### src/c8alu_pkg.sv
// ----------------------------------------------------------------------------
// c8alu_pkg
// Shared types and instruction-field codes for the register ALU.
// ----------------------------------------------------------------------------
package c8alu_pkg;

    // result status
    typedef enum logic [1:0] {
        ST_DONE        = 2'd0,
        ST_ILLEGAL     = 2'd1,
        ST_NOT_HANDLED = 2'd2
    } status_t;

    // instruction groups (bits 15..12)
    localparam logic [3:0] GRP_SKIP_EQ_NN = 4'h3;
    localparam logic [3:0] GRP_SKIP_NE_NN = 4'h4;
    localparam logic [3:0] GRP_SKIP_EQ_VY = 4'h5;
    localparam logic [3:0] GRP_LOAD_NN    = 4'h6;
    localparam logic [3:0] GRP_ADD_NN     = 4'h7;
    localparam logic [3:0] GRP_ALU        = 4'h8;
    localparam logic [3:0] GRP_SKIP_NE_VY = 4'h9;
    localparam logic [3:0] GRP_LOAD_INDEX = 4'hA;
    localparam logic [3:0] GRP_MISC       = 4'hF;

    // 8xyN sub-codes
    localparam logic [3:0] ALU_MOV  = 4'h0;
    localparam logic [3:0] ALU_OR   = 4'h1;
    localparam logic [3:0] ALU_AND  = 4'h2;
    localparam logic [3:0] ALU_XOR  = 4'h3;
    localparam logic [3:0] ALU_ADD  = 4'h4;
    localparam logic [3:0] ALU_SUB  = 4'h5;
    localparam logic [3:0] ALU_SHR  = 4'h6;
    localparam logic [3:0] ALU_RSUB = 4'h7;
    localparam logic [3:0] ALU_SHL  = 4'hE;

    // Fx1E low byte
    localparam logic [7:0] MISC_ADD_INDEX = 8'h1E;

    // flag register number
    localparam logic [3:0] REG_F = 4'hF;

    localparam int unsigned INDEX_W = 24;

endpackage

### src/chip8_register_alu.sv
// ----------------------------------------------------------------------------
// chip8_register_alu
// Register-only instruction executor with 16 x 8-bit V file and index reg.
// ----------------------------------------------------------------------------
// Stages: read at request acceptance, then execute into the result register
// when that register is free or being emptied.
// Throughput: one request per cycle unless out_ready stalls; the V file is read
// at accept with bypass from the same-cycle write-back, so dependent words stream.
// Reset: V0..VE read as zero through per-entry valid bits, VF and the index
// register clear at once; no clearing pass, requests taken right after reset.
module chip8_register_alu
    import c8alu_pkg::*;
(
    input  logic                 clk,
    input  logic                 rst_n,
    // request channel
    input  logic                 in_valid,
    output logic                 in_ready,
    input  logic [15:0]          instr,
    // result channel
    output logic                 out_valid,
    input  logic                 out_ready,
    output logic                 skip,
    output logic [7:0]           vx_after,
    output logic [7:0]           vf_after,
    output logic [INDEX_W-1:0]   index_after,
    output logic [1:0]           status
);

    // ------------------------------------------------------------------
    // Handshake: execute stage advances whenever the result register is
    // free or being emptied; input stage refills behind it.
    // ------------------------------------------------------------------
    logic        ex_valid_reg;
    logic        out_valid_reg;
    logic        out_free;
    logic        ex_go;
    logic        in_fire;

    assign out_free = !out_valid_reg || out_ready;
    assign ex_go    = ex_valid_reg && out_free;
    assign in_ready = !ex_valid_reg || out_free;
    assign in_fire  = in_valid && in_ready;

    // ------------------------------------------------------------------
    // Architectural state. V0..VE live in a small memory; VF is a flop so
    // that result and flag can both be written in the same cycle.
    // ------------------------------------------------------------------
    logic [7:0]          vmem [16];
    logic [15:0]         vld_reg;
    logic [7:0]          vf_reg;
    logic [INDEX_W-1:0]  idx_reg;

    // execute-stage request and captured operands
    logic [15:0] ex_instr_reg;
    logic [7:0]  raw_x_reg, raw_y_reg;
    logic        vld_x_reg, vld_y_reg;
    logic        byp_x_reg, byp_y_reg;
    logic [7:0]  byp_x_data_reg, byp_y_data_reg;

    logic [3:0]  rx_addr, ry_addr;
    assign rx_addr = instr[11:8];
    assign ry_addr = instr[7:4];

    // decoded execute fields
    logic [3:0]  grp, x_sel, n_sel;
    logic [7:0]  nn;
    logic [11:0] nnn;
    assign grp   = ex_instr_reg[15:12];
    assign x_sel = ex_instr_reg[11:8];
    assign n_sel = ex_instr_reg[3:0];
    assign nn    = ex_instr_reg[7:0];
    assign nnn   = ex_instr_reg[11:0];

    // operands after bypass and reset-valid masking
    logic [7:0] opa, opb;
    assign opa = byp_x_reg ? byp_x_data_reg : (vld_x_reg ? raw_x_reg : 8'h00);
    assign opb = byp_y_reg ? byp_y_data_reg : (vld_y_reg ? raw_y_reg : 8'h00);

    // arithmetic
    logic [8:0] sum_ab, diff_ab, diff_ba;
    assign sum_ab  = {1'b0, opa} + {1'b0, opb};
    assign diff_ab = {1'b0, opa} - {1'b0, opb};
    assign diff_ba = {1'b0, opb} - {1'b0, opa};

    // execute results
    logic               vx_we, flag_we, idx_we, skip_c;
    logic [7:0]         vx_val, flag_val, vf_res, vx_res;
    logic [INDEX_W-1:0] idx_val, idx_res;
    status_t            st_c;

    always_comb
    begin
        vx_we    = 1'b0;
        vx_val   = opa;
        flag_we  = 1'b0;
        flag_val = 8'h00;
        idx_we   = 1'b0;
        idx_val  = idx_reg;
        skip_c   = 1'b0;
        st_c     = ST_DONE;
        unique case (grp)
            GRP_SKIP_EQ_NN: skip_c = (opa == nn);
            GRP_SKIP_NE_NN: skip_c = (opa != nn);
            GRP_SKIP_EQ_VY:
            begin
                if (n_sel != 4'h0)
                    st_c = ST_ILLEGAL;
                else
                    skip_c = (opa == opb);
            end
            GRP_SKIP_NE_VY:
            begin
                if (n_sel != 4'h0)
                    st_c = ST_ILLEGAL;
                else
                    skip_c = (opa != opb);
            end
            GRP_LOAD_NN:
            begin
                vx_we  = 1'b1;
                vx_val = nn;
            end
            GRP_ADD_NN:
            begin
                vx_we  = 1'b1;
                vx_val = opa + nn;
            end
            GRP_ALU:
            begin
                unique case (n_sel)
                    ALU_MOV:  begin vx_we = 1'b1; vx_val = opb; end
                    ALU_OR:   begin vx_we = 1'b1; vx_val = opa | opb; end
                    ALU_AND:  begin vx_we = 1'b1; vx_val = opa & opb; end
                    ALU_XOR:  begin vx_we = 1'b1; vx_val = opa ^ opb; end
                    ALU_ADD:
                    begin
                        vx_we    = 1'b1;
                        vx_val   = sum_ab[7:0];
                        flag_we  = 1'b1;
                        flag_val = {7'b0, sum_ab[8]};
                    end
                    ALU_SUB:
                    begin
                        vx_we    = 1'b1;
                        vx_val   = diff_ab[7:0];
                        flag_we  = 1'b1;
                        flag_val = {7'b0, !diff_ab[8]};
                    end
                    ALU_RSUB:
                    begin
                        vx_we    = 1'b1;
                        vx_val   = diff_ba[7:0];
                        flag_we  = 1'b1;
                        flag_val = {7'b0, !diff_ba[8]};
                    end
                    ALU_SHR:
                    begin
                        vx_we    = 1'b1;
                        vx_val   = {1'b0, opa[7:1]};
                        flag_we  = 1'b1;
                        flag_val = {7'b0, opa[0]};
                    end
                    ALU_SHL:
                    begin
                        vx_we    = 1'b1;
                        vx_val   = {opa[6:0], 1'b0};
                        flag_we  = 1'b1;
                        flag_val = {7'b0, opa[7]};
                    end
                    default: st_c = ST_ILLEGAL;
                endcase
            end
            GRP_LOAD_INDEX:
            begin
                idx_we  = 1'b1;
                idx_val = {{(INDEX_W-12){1'b0}}, nnn};
            end
            GRP_MISC:
            begin
                if (nn == MISC_ADD_INDEX)
                begin
                    idx_we  = 1'b1;
                    idx_val = idx_reg + {{(INDEX_W-8){1'b0}}, opa};
                end
                else
                    st_c = ST_NOT_HANDLED;
            end
            default: st_c = ST_NOT_HANDLED;
        endcase
    end

    // flag written after the result, so it wins when X is VF
    always_comb
    begin
        priority if (flag_we)
            vf_res = flag_val;
        else if (vx_we && (x_sel == REG_F))
            vf_res = vx_val;
        else
            vf_res = vf_reg;
    end

    assign vx_res  = (x_sel == REG_F) ? vf_res : vx_val;
    assign idx_res = idx_we ? idx_val : idx_reg;

    logic mem_we;
    assign mem_we = ex_go && vx_we && (x_sel != REG_F);

    // ------------------------------------------------------------------
    // Operand bypass: a request read in the same cycle as a write-back
    // sees the value being written.
    // ------------------------------------------------------------------
    logic       byp_x_next, byp_y_next;
    logic [7:0] byp_x_data_next, byp_y_data_next;

    always_comb
    begin
        byp_x_next      = (rx_addr == REG_F) || (mem_we && (x_sel == rx_addr));
        byp_y_next      = (ry_addr == REG_F) || (mem_we && (x_sel == ry_addr));
        byp_x_data_next = (rx_addr == REG_F) ? (ex_go ? vf_res : vf_reg) : vx_val;
        byp_y_data_next = (ry_addr == REG_F) ? (ex_go ? vf_res : vf_reg) : vx_val;
    end

    // V memory: one write port, two registered read ports
    always_ff @(posedge clk)
    begin
        if (mem_we)
            vmem[x_sel] <= vx_val;
        if (in_fire)
        begin
            raw_x_reg <= vmem[rx_addr];
            raw_y_reg <= vmem[ry_addr];
        end
    end

    // execute-stage payload
    always_ff @(posedge clk)
    begin
        if (in_fire)
        begin
            ex_instr_reg   <= instr;
            vld_x_reg      <= vld_reg[rx_addr];
            vld_y_reg      <= vld_reg[ry_addr];
            byp_x_reg      <= byp_x_next;
            byp_y_reg      <= byp_y_next;
            byp_x_data_reg <= byp_x_data_next;
            byp_y_data_reg <= byp_y_data_next;
        end
    end

    // control and architectural state
    always_ff @(posedge clk or negedge rst_n)
    begin
        if (!rst_n)
        begin
            ex_valid_reg  <= 1'b0;
            out_valid_reg <= 1'b0;
            vld_reg       <= '0;
            vf_reg        <= 8'h00;
            idx_reg       <= '0;
        end
        else
        begin
            if (in_fire)
                ex_valid_reg <= 1'b1;
            else if (ex_go)
                ex_valid_reg <= 1'b0;

            if (ex_go)
                out_valid_reg <= 1'b1;
            else if (out_ready)
                out_valid_reg <= 1'b0;

            if (mem_we)
                vld_reg[x_sel] <= 1'b1;

            if (ex_go)
            begin
                vf_reg  <= vf_res;
                idx_reg <= idx_res;
            end
        end
    end

    // result register
    logic               skip_reg;
    logic [7:0]         vx_after_reg, vf_after_reg;
    logic [INDEX_W-1:0] index_after_reg;
    logic [1:0]         status_reg;

    always_ff @(posedge clk)
    begin
        if (ex_go)
        begin
            skip_reg        <= skip_c;
            vx_after_reg    <= vx_res;
            vf_after_reg    <= vf_res;
            index_after_reg <= idx_res;
            status_reg      <= st_c;
        end
    end

    assign out_valid   = out_valid_reg;
    assign skip        = skip_reg;
    assign vx_after    = vx_after_reg;
    assign vf_after    = vf_after_reg;
    assign index_after = index_after_reg;
    assign status      = status_reg;

    // ------------------------------------------------------------------
    // Assertions
    // ------------------------------------------------------------------
    a_no_skip_on_fault: assert property (@(posedge clk) disable iff (!rst_n)
        ex_go && (st_c != ST_DONE) |-> !skip_c)
        else $error("skip raised on a faulting request");

    a_fault_keeps_state: assert property (@(posedge clk) disable iff (!rst_n)
        ex_go && (st_c != ST_DONE) |=> $stable(vf_reg) && $stable(idx_reg))
        else $error("state changed on a faulting request");

    a_state_only_on_exec: assert property (@(posedge clk) disable iff (!rst_n)
        !ex_go |=> $stable(vf_reg) && $stable(idx_reg) && $stable(vld_reg))
        else $error("state changed without an executing request");

    a_result_from_exec: assert property (@(posedge clk) disable iff (!rst_n)
        $rose(out_valid_reg) |-> $past(ex_go))
        else $error("result appeared without execution");

    a_exec_needs_request: assert property (@(posedge clk) disable iff (!rst_n)
        $rose(ex_valid_reg) |-> $past(in_fire))
        else $error("execute stage filled without a request");

endmodule
### config.mk
export PLATFORM = sky130hd
export DESIGN_NAME = chip8_register_alu
export DESIGN_NICKNAME = d
export VERILOG_FILES = /design/src/c8alu_pkg.sv /design/src/chip8_register_alu.sv
export SDC_FILE = /design/constraint.sdc
export NUM_CORES = 1
export LEC_CHECK = 0
export BUFFER_PORTS_ARGS = -buffer_cell sky130_fd_sc_hd__buf_4
export CAP_MARGIN = 5
export CORE_MARGIN = 5
export CORE_UTILIZATION = 60
export CTS_CLUSTER_SIZE = 28
export DETAILED_ROUTE_END_ITERATION = 6
export PLACE_DENSITY_LB_ADDON = 0.08
export SLEW_MARGIN = 10
export SYNTH_ARGS = -nofsm -noshare
export SYNTH_HDL_FRONTEND = slang
export SYNTH_SLANG_ARGS = --single-unit
### constraint.sdc
create_clock -name clk -period 7.05 [get_ports clk]
set_clock_uncertainty 0.2 [all_clocks]
set_input_delay 1.7625 -clock clk [delete_from_list [all_inputs] [get_ports clk]]
set_output_delay 1.7625 -clock clk [all_outputs]
set_load 0.05 [all_outputs]
==> run summary <==
====================================================================================
Final worst-path cycle share                                                   69.5%
HP Class                                                                register to register
Synth unique cells                                                                90
Iteration count of the initial detailed-routing pass                               6
Cell area after technology mapping                                        15,200 µm²
Final Wtd Congestion                                                           0.987
Normalized max-slew margin                                                     13.6%
Routed wire per std cell                                                     26.0 µm
Detail Route Antenna Nets                                                          0
N_diodes                                                                           0
Syn avg cell area                                                           12.9 µm²
Detailed placement HPWL                                                    27,700 µm
Core Area                                                                 25,000 µm²
TritonCTS clock tree                                                            done
Total number of H-tree levels                                                      1
Inserted Clock Buffers                                                            29
Number of enable-type register cells in the synthesized netlist                  223
Synthesis-to-finish area growth                                                11.7%
Proportion of synthesized flip-flops having asynchronous set or reset          18.3%
Buffer cell driving the clock tree root                                    clkbuf_16
Post-CTS Setup Inserts                                                             0
Part of the total power dissipated in combinational logic                      20.5%
Antenna violations before repair                                                   0
Cell with the largest stage delay on the worst path                         a211oi_2
Number of placement rows                                                          58
Critical path peak fanout                                                         16
Kind of cell with the highest combined delay on the critical path       compound AO/OA/AOI/OAI gates
Vias                                                                          11,000
PwrDens                                                                   261 nW/µm²
RSZ-0062 raised after global routing                                              no
Clock-pin transition on the worst setup and hold timing paths                0.07 ns
HP Start                                                                vld_reg[15]$_DFFE_PN0P_
Effective utilization at floorplan                                             60.6%
Vias in the first global route                                                10,600
I/O pin total                                                                     65
Max-Cap Viols                                                                      0
Global-route wire length before repair                                     62,900 µm
Critical path buffer and inverter count                                            2
Final Setup Violations                                                             0
Internal                                                                   0.00312 W
Max-slew violation count                                                           0
Crit-path cells                                                         nor2b_1 -> a22o_1 -> inv_1 -> fa_1 -> nor2b_1 -> o31a_1 -> a21oi_1 -> a221oi_1 -> a21oi_1 -> a211oi_2 -> inv_1
Kind of critical path                                                   register to register
Maximum clock frequency                                                    0.204 GHz
DRC Markers                                                                        0
Critical path startpoint category                                           register
Hold slack final                                                            0.223 ns
Total negative setup slack                                                      0 ns
Worst setup path start                                                  byp_x_reg$_DFFE_PP_
First-iteration detailed-routing DRC count                                     1,158
Status                                                                     completed
Required time at the endpoint of the critical path                           7.06 ns
Routed via count divided by cell count                                          6.94
CTS resizes                                                                        0
Total die area                                                            28,600 µm²
Net switching fraction of the power                                            29.6%
Final critical delay including setup and external delays                     4.90 ns
Leakage power total                                                          6.24 nW
Sequential fraction of design power                                            44.6%
Net total in the final layout                                                  1,300
WP data arrival                                                              4.91 ns
Number of synthesis warnings                                                       0
Proportion of layout cells with a drive suffix above 1                         21.5%
Buffer depth of the longest clock path                                             3
Latest clock arrival within the worst-skew pair                              0.57 ns
CP peak stage delay                                                          0.60 ns
Startpoint of the lowest-slack register-to-register path                byp_x_reg$_DFFE_PP_
Maximum number of pins on one net before global-route repair                      62
Hold bufs inserted after CTS                                                       0
Detailed-route wire length                                                 41,100 µm
Most used flip-flop cell after synthesis                                    edfxtp_1
Final hold viol count                                                              0
Portion of total power attributed to the clock network                         34.9%
DIE WIDTH                                                                     169 µm
Port Buffers                                                                      64
Critical Path Sink Type                                                     register
Aggregate global-route resource usage                                          28.6%
Post-synthesis register bit count                                                273
Max reg flops                                                                    128
GRT overflow                                                                       0
Vert. Die Dim                                                                 169 µm
Net switching power                                                        0.00131 W
Worst VDD drop                                                            0.000212 V
Slew at the pin closest to its max-slew limit                                1.29 ns
Sinks on Clock Net                                                               273
Part of the Yosys area used for sequential elements                            52.4%
Number of standard cells after synthesis                                       1,175
====================================================================================
through the flow:
stage	cells	total power [W]	utilization, %	cell area, µm²	setup WS (ns)
2_1_floorplan	1182	0.00264	-	15200	2.64
6_report	1581	0.00443	67.7	17000	2.15
3_3_place_gp	1527	0.00288	63.8	16000	2.35
5_1_grt	1581	0.00460	67.7	17000	1.87
3_5_place_dp	1527	0.00289	63.8	16000	2.35
4_1_cts	1581	0.00443	67.7	17000	2.33
worst paths after layout:
| kind | to | slack, ns | cells after the start |
|---|---|---|---|
| worst max register to register | vmem[15][4]$_DFFE_PP_ | 2.15 | 11 |
| worst min-delay path | vld_reg[15]$_DFFE_PN0P_ | 0.22 | 0 |
| max in group asynchronous | vld_reg[8]$_DFFE_PN0P_ | 5.15 | 1 |
| worst min register to register | vld_reg[15]$_DFFE_PN0P_ | 0.22 | 0 |
| min in group asynchronous | idx_reg[3]$_DFFE_PN0P_ | 1.03 | 1 |
| worst max-delay path | vmem[15][4]$_DFFE_PP_ | 2.15 | 11 |
layout make-up:
type / count / area, µm²
repair buffers: 85 / 638
clock buffers: 33 / 751
fillers: 1806 / 8080
clock inverters: 21 / 226
well taps: 330 / 413
flip-flops and latches: 273 / 7950
inverters: 42 / 158
multi-input cells: 797 / 6820
synthesized netlist by cell type, drive strengths merged, types with 5 or more instances:
library cell	count	area (µm²)
o31ai	15	123
nor4	10	62.6
inv	42	158
fa	5	100
xnor2	15	131
a32oi	7	61.3
nand2b	20	125
or4b	5	57.6
mux2	5	56.3
mux4	90	2030
mux2i	13	130
o21a	5	37.5
edfxtp	223	6700
and3	11	68.8
buf	24	123
o22ai	16	100
or2	16	100
a221o	5	50.1
a22o	9	78.8
nor3	27	156
dfrtp	50	1250
nand3	21	110
nand2	76	290
a21oi	52	275
a211oi	13	108
ha	47	588
nor2b	13	81.3
o21ai	65	325
a221oi	7	67.6
a22oi	15	113
a31oi	15	93.8
a21o	12	90.1
o211ai	6	45.0
and2	6	37.5
clkbuf	46	173
nor2	73	284
nand3b	9	80.1
nand4	12	75.1
layout by cell type, fill, tap and decap left out, types with 29 or more instances in the layout:
cell type	synthesis	layout
o21ai_0	58	58
mux4_2	90	90
a21oi_1	50	50
inv_1	42	41
nor2_1	71	71
dfrtp_1	50	50
buf_4	3	85
nand2_1	74	74
ha_1	47	47
edfxtp_1	223	223
clkbuf_16	0	29
cell families (layout without fill, tap and decap cells):
| group | after synthesis | in the layout | share of synthesized area (%) |
|---|---|---|---|
| adders and majority gates | 52 | 52 | 4.53 |
| xor gates and xnor gates | 19 | 19 | 1.10 |
| other | 1 | 8 | 0.0247 |
| AOI/OAI and AO/OA | 288 | 288 | 13.1 |
| buffers and inverters | 112 | 181 | 2.98 |
| muxes | 108 | 108 | 14.6 |
| and+or+nand+nor | 322 | 322 | 11.3 |
| DFF | 273 | 273 | 52.4 |
layer usage:
layer  wire [µm]  global-route usage [%]  vias up
met3        3590                    3.78      137
li1            -                       -     4741
met4        1940                    12.0        0
met5           0                       0        -
met2       20000                    46.7      691
met1       15600                    39.3     5405
power by group through the flow:
stage                     combinational, W  clock, W  sequential [W]
after floorplan                   0.000567         0         0.00207
final                             0.000907   0.00155         0.00198
after global placement            0.000882         0         0.00200
after global routing              0.000978   0.00163         0.00198
after detailed placement          0.000890         0         0.00200
after CTS                         0.000894   0.00156         0.00197
Power figures use the tool's default switching activity.
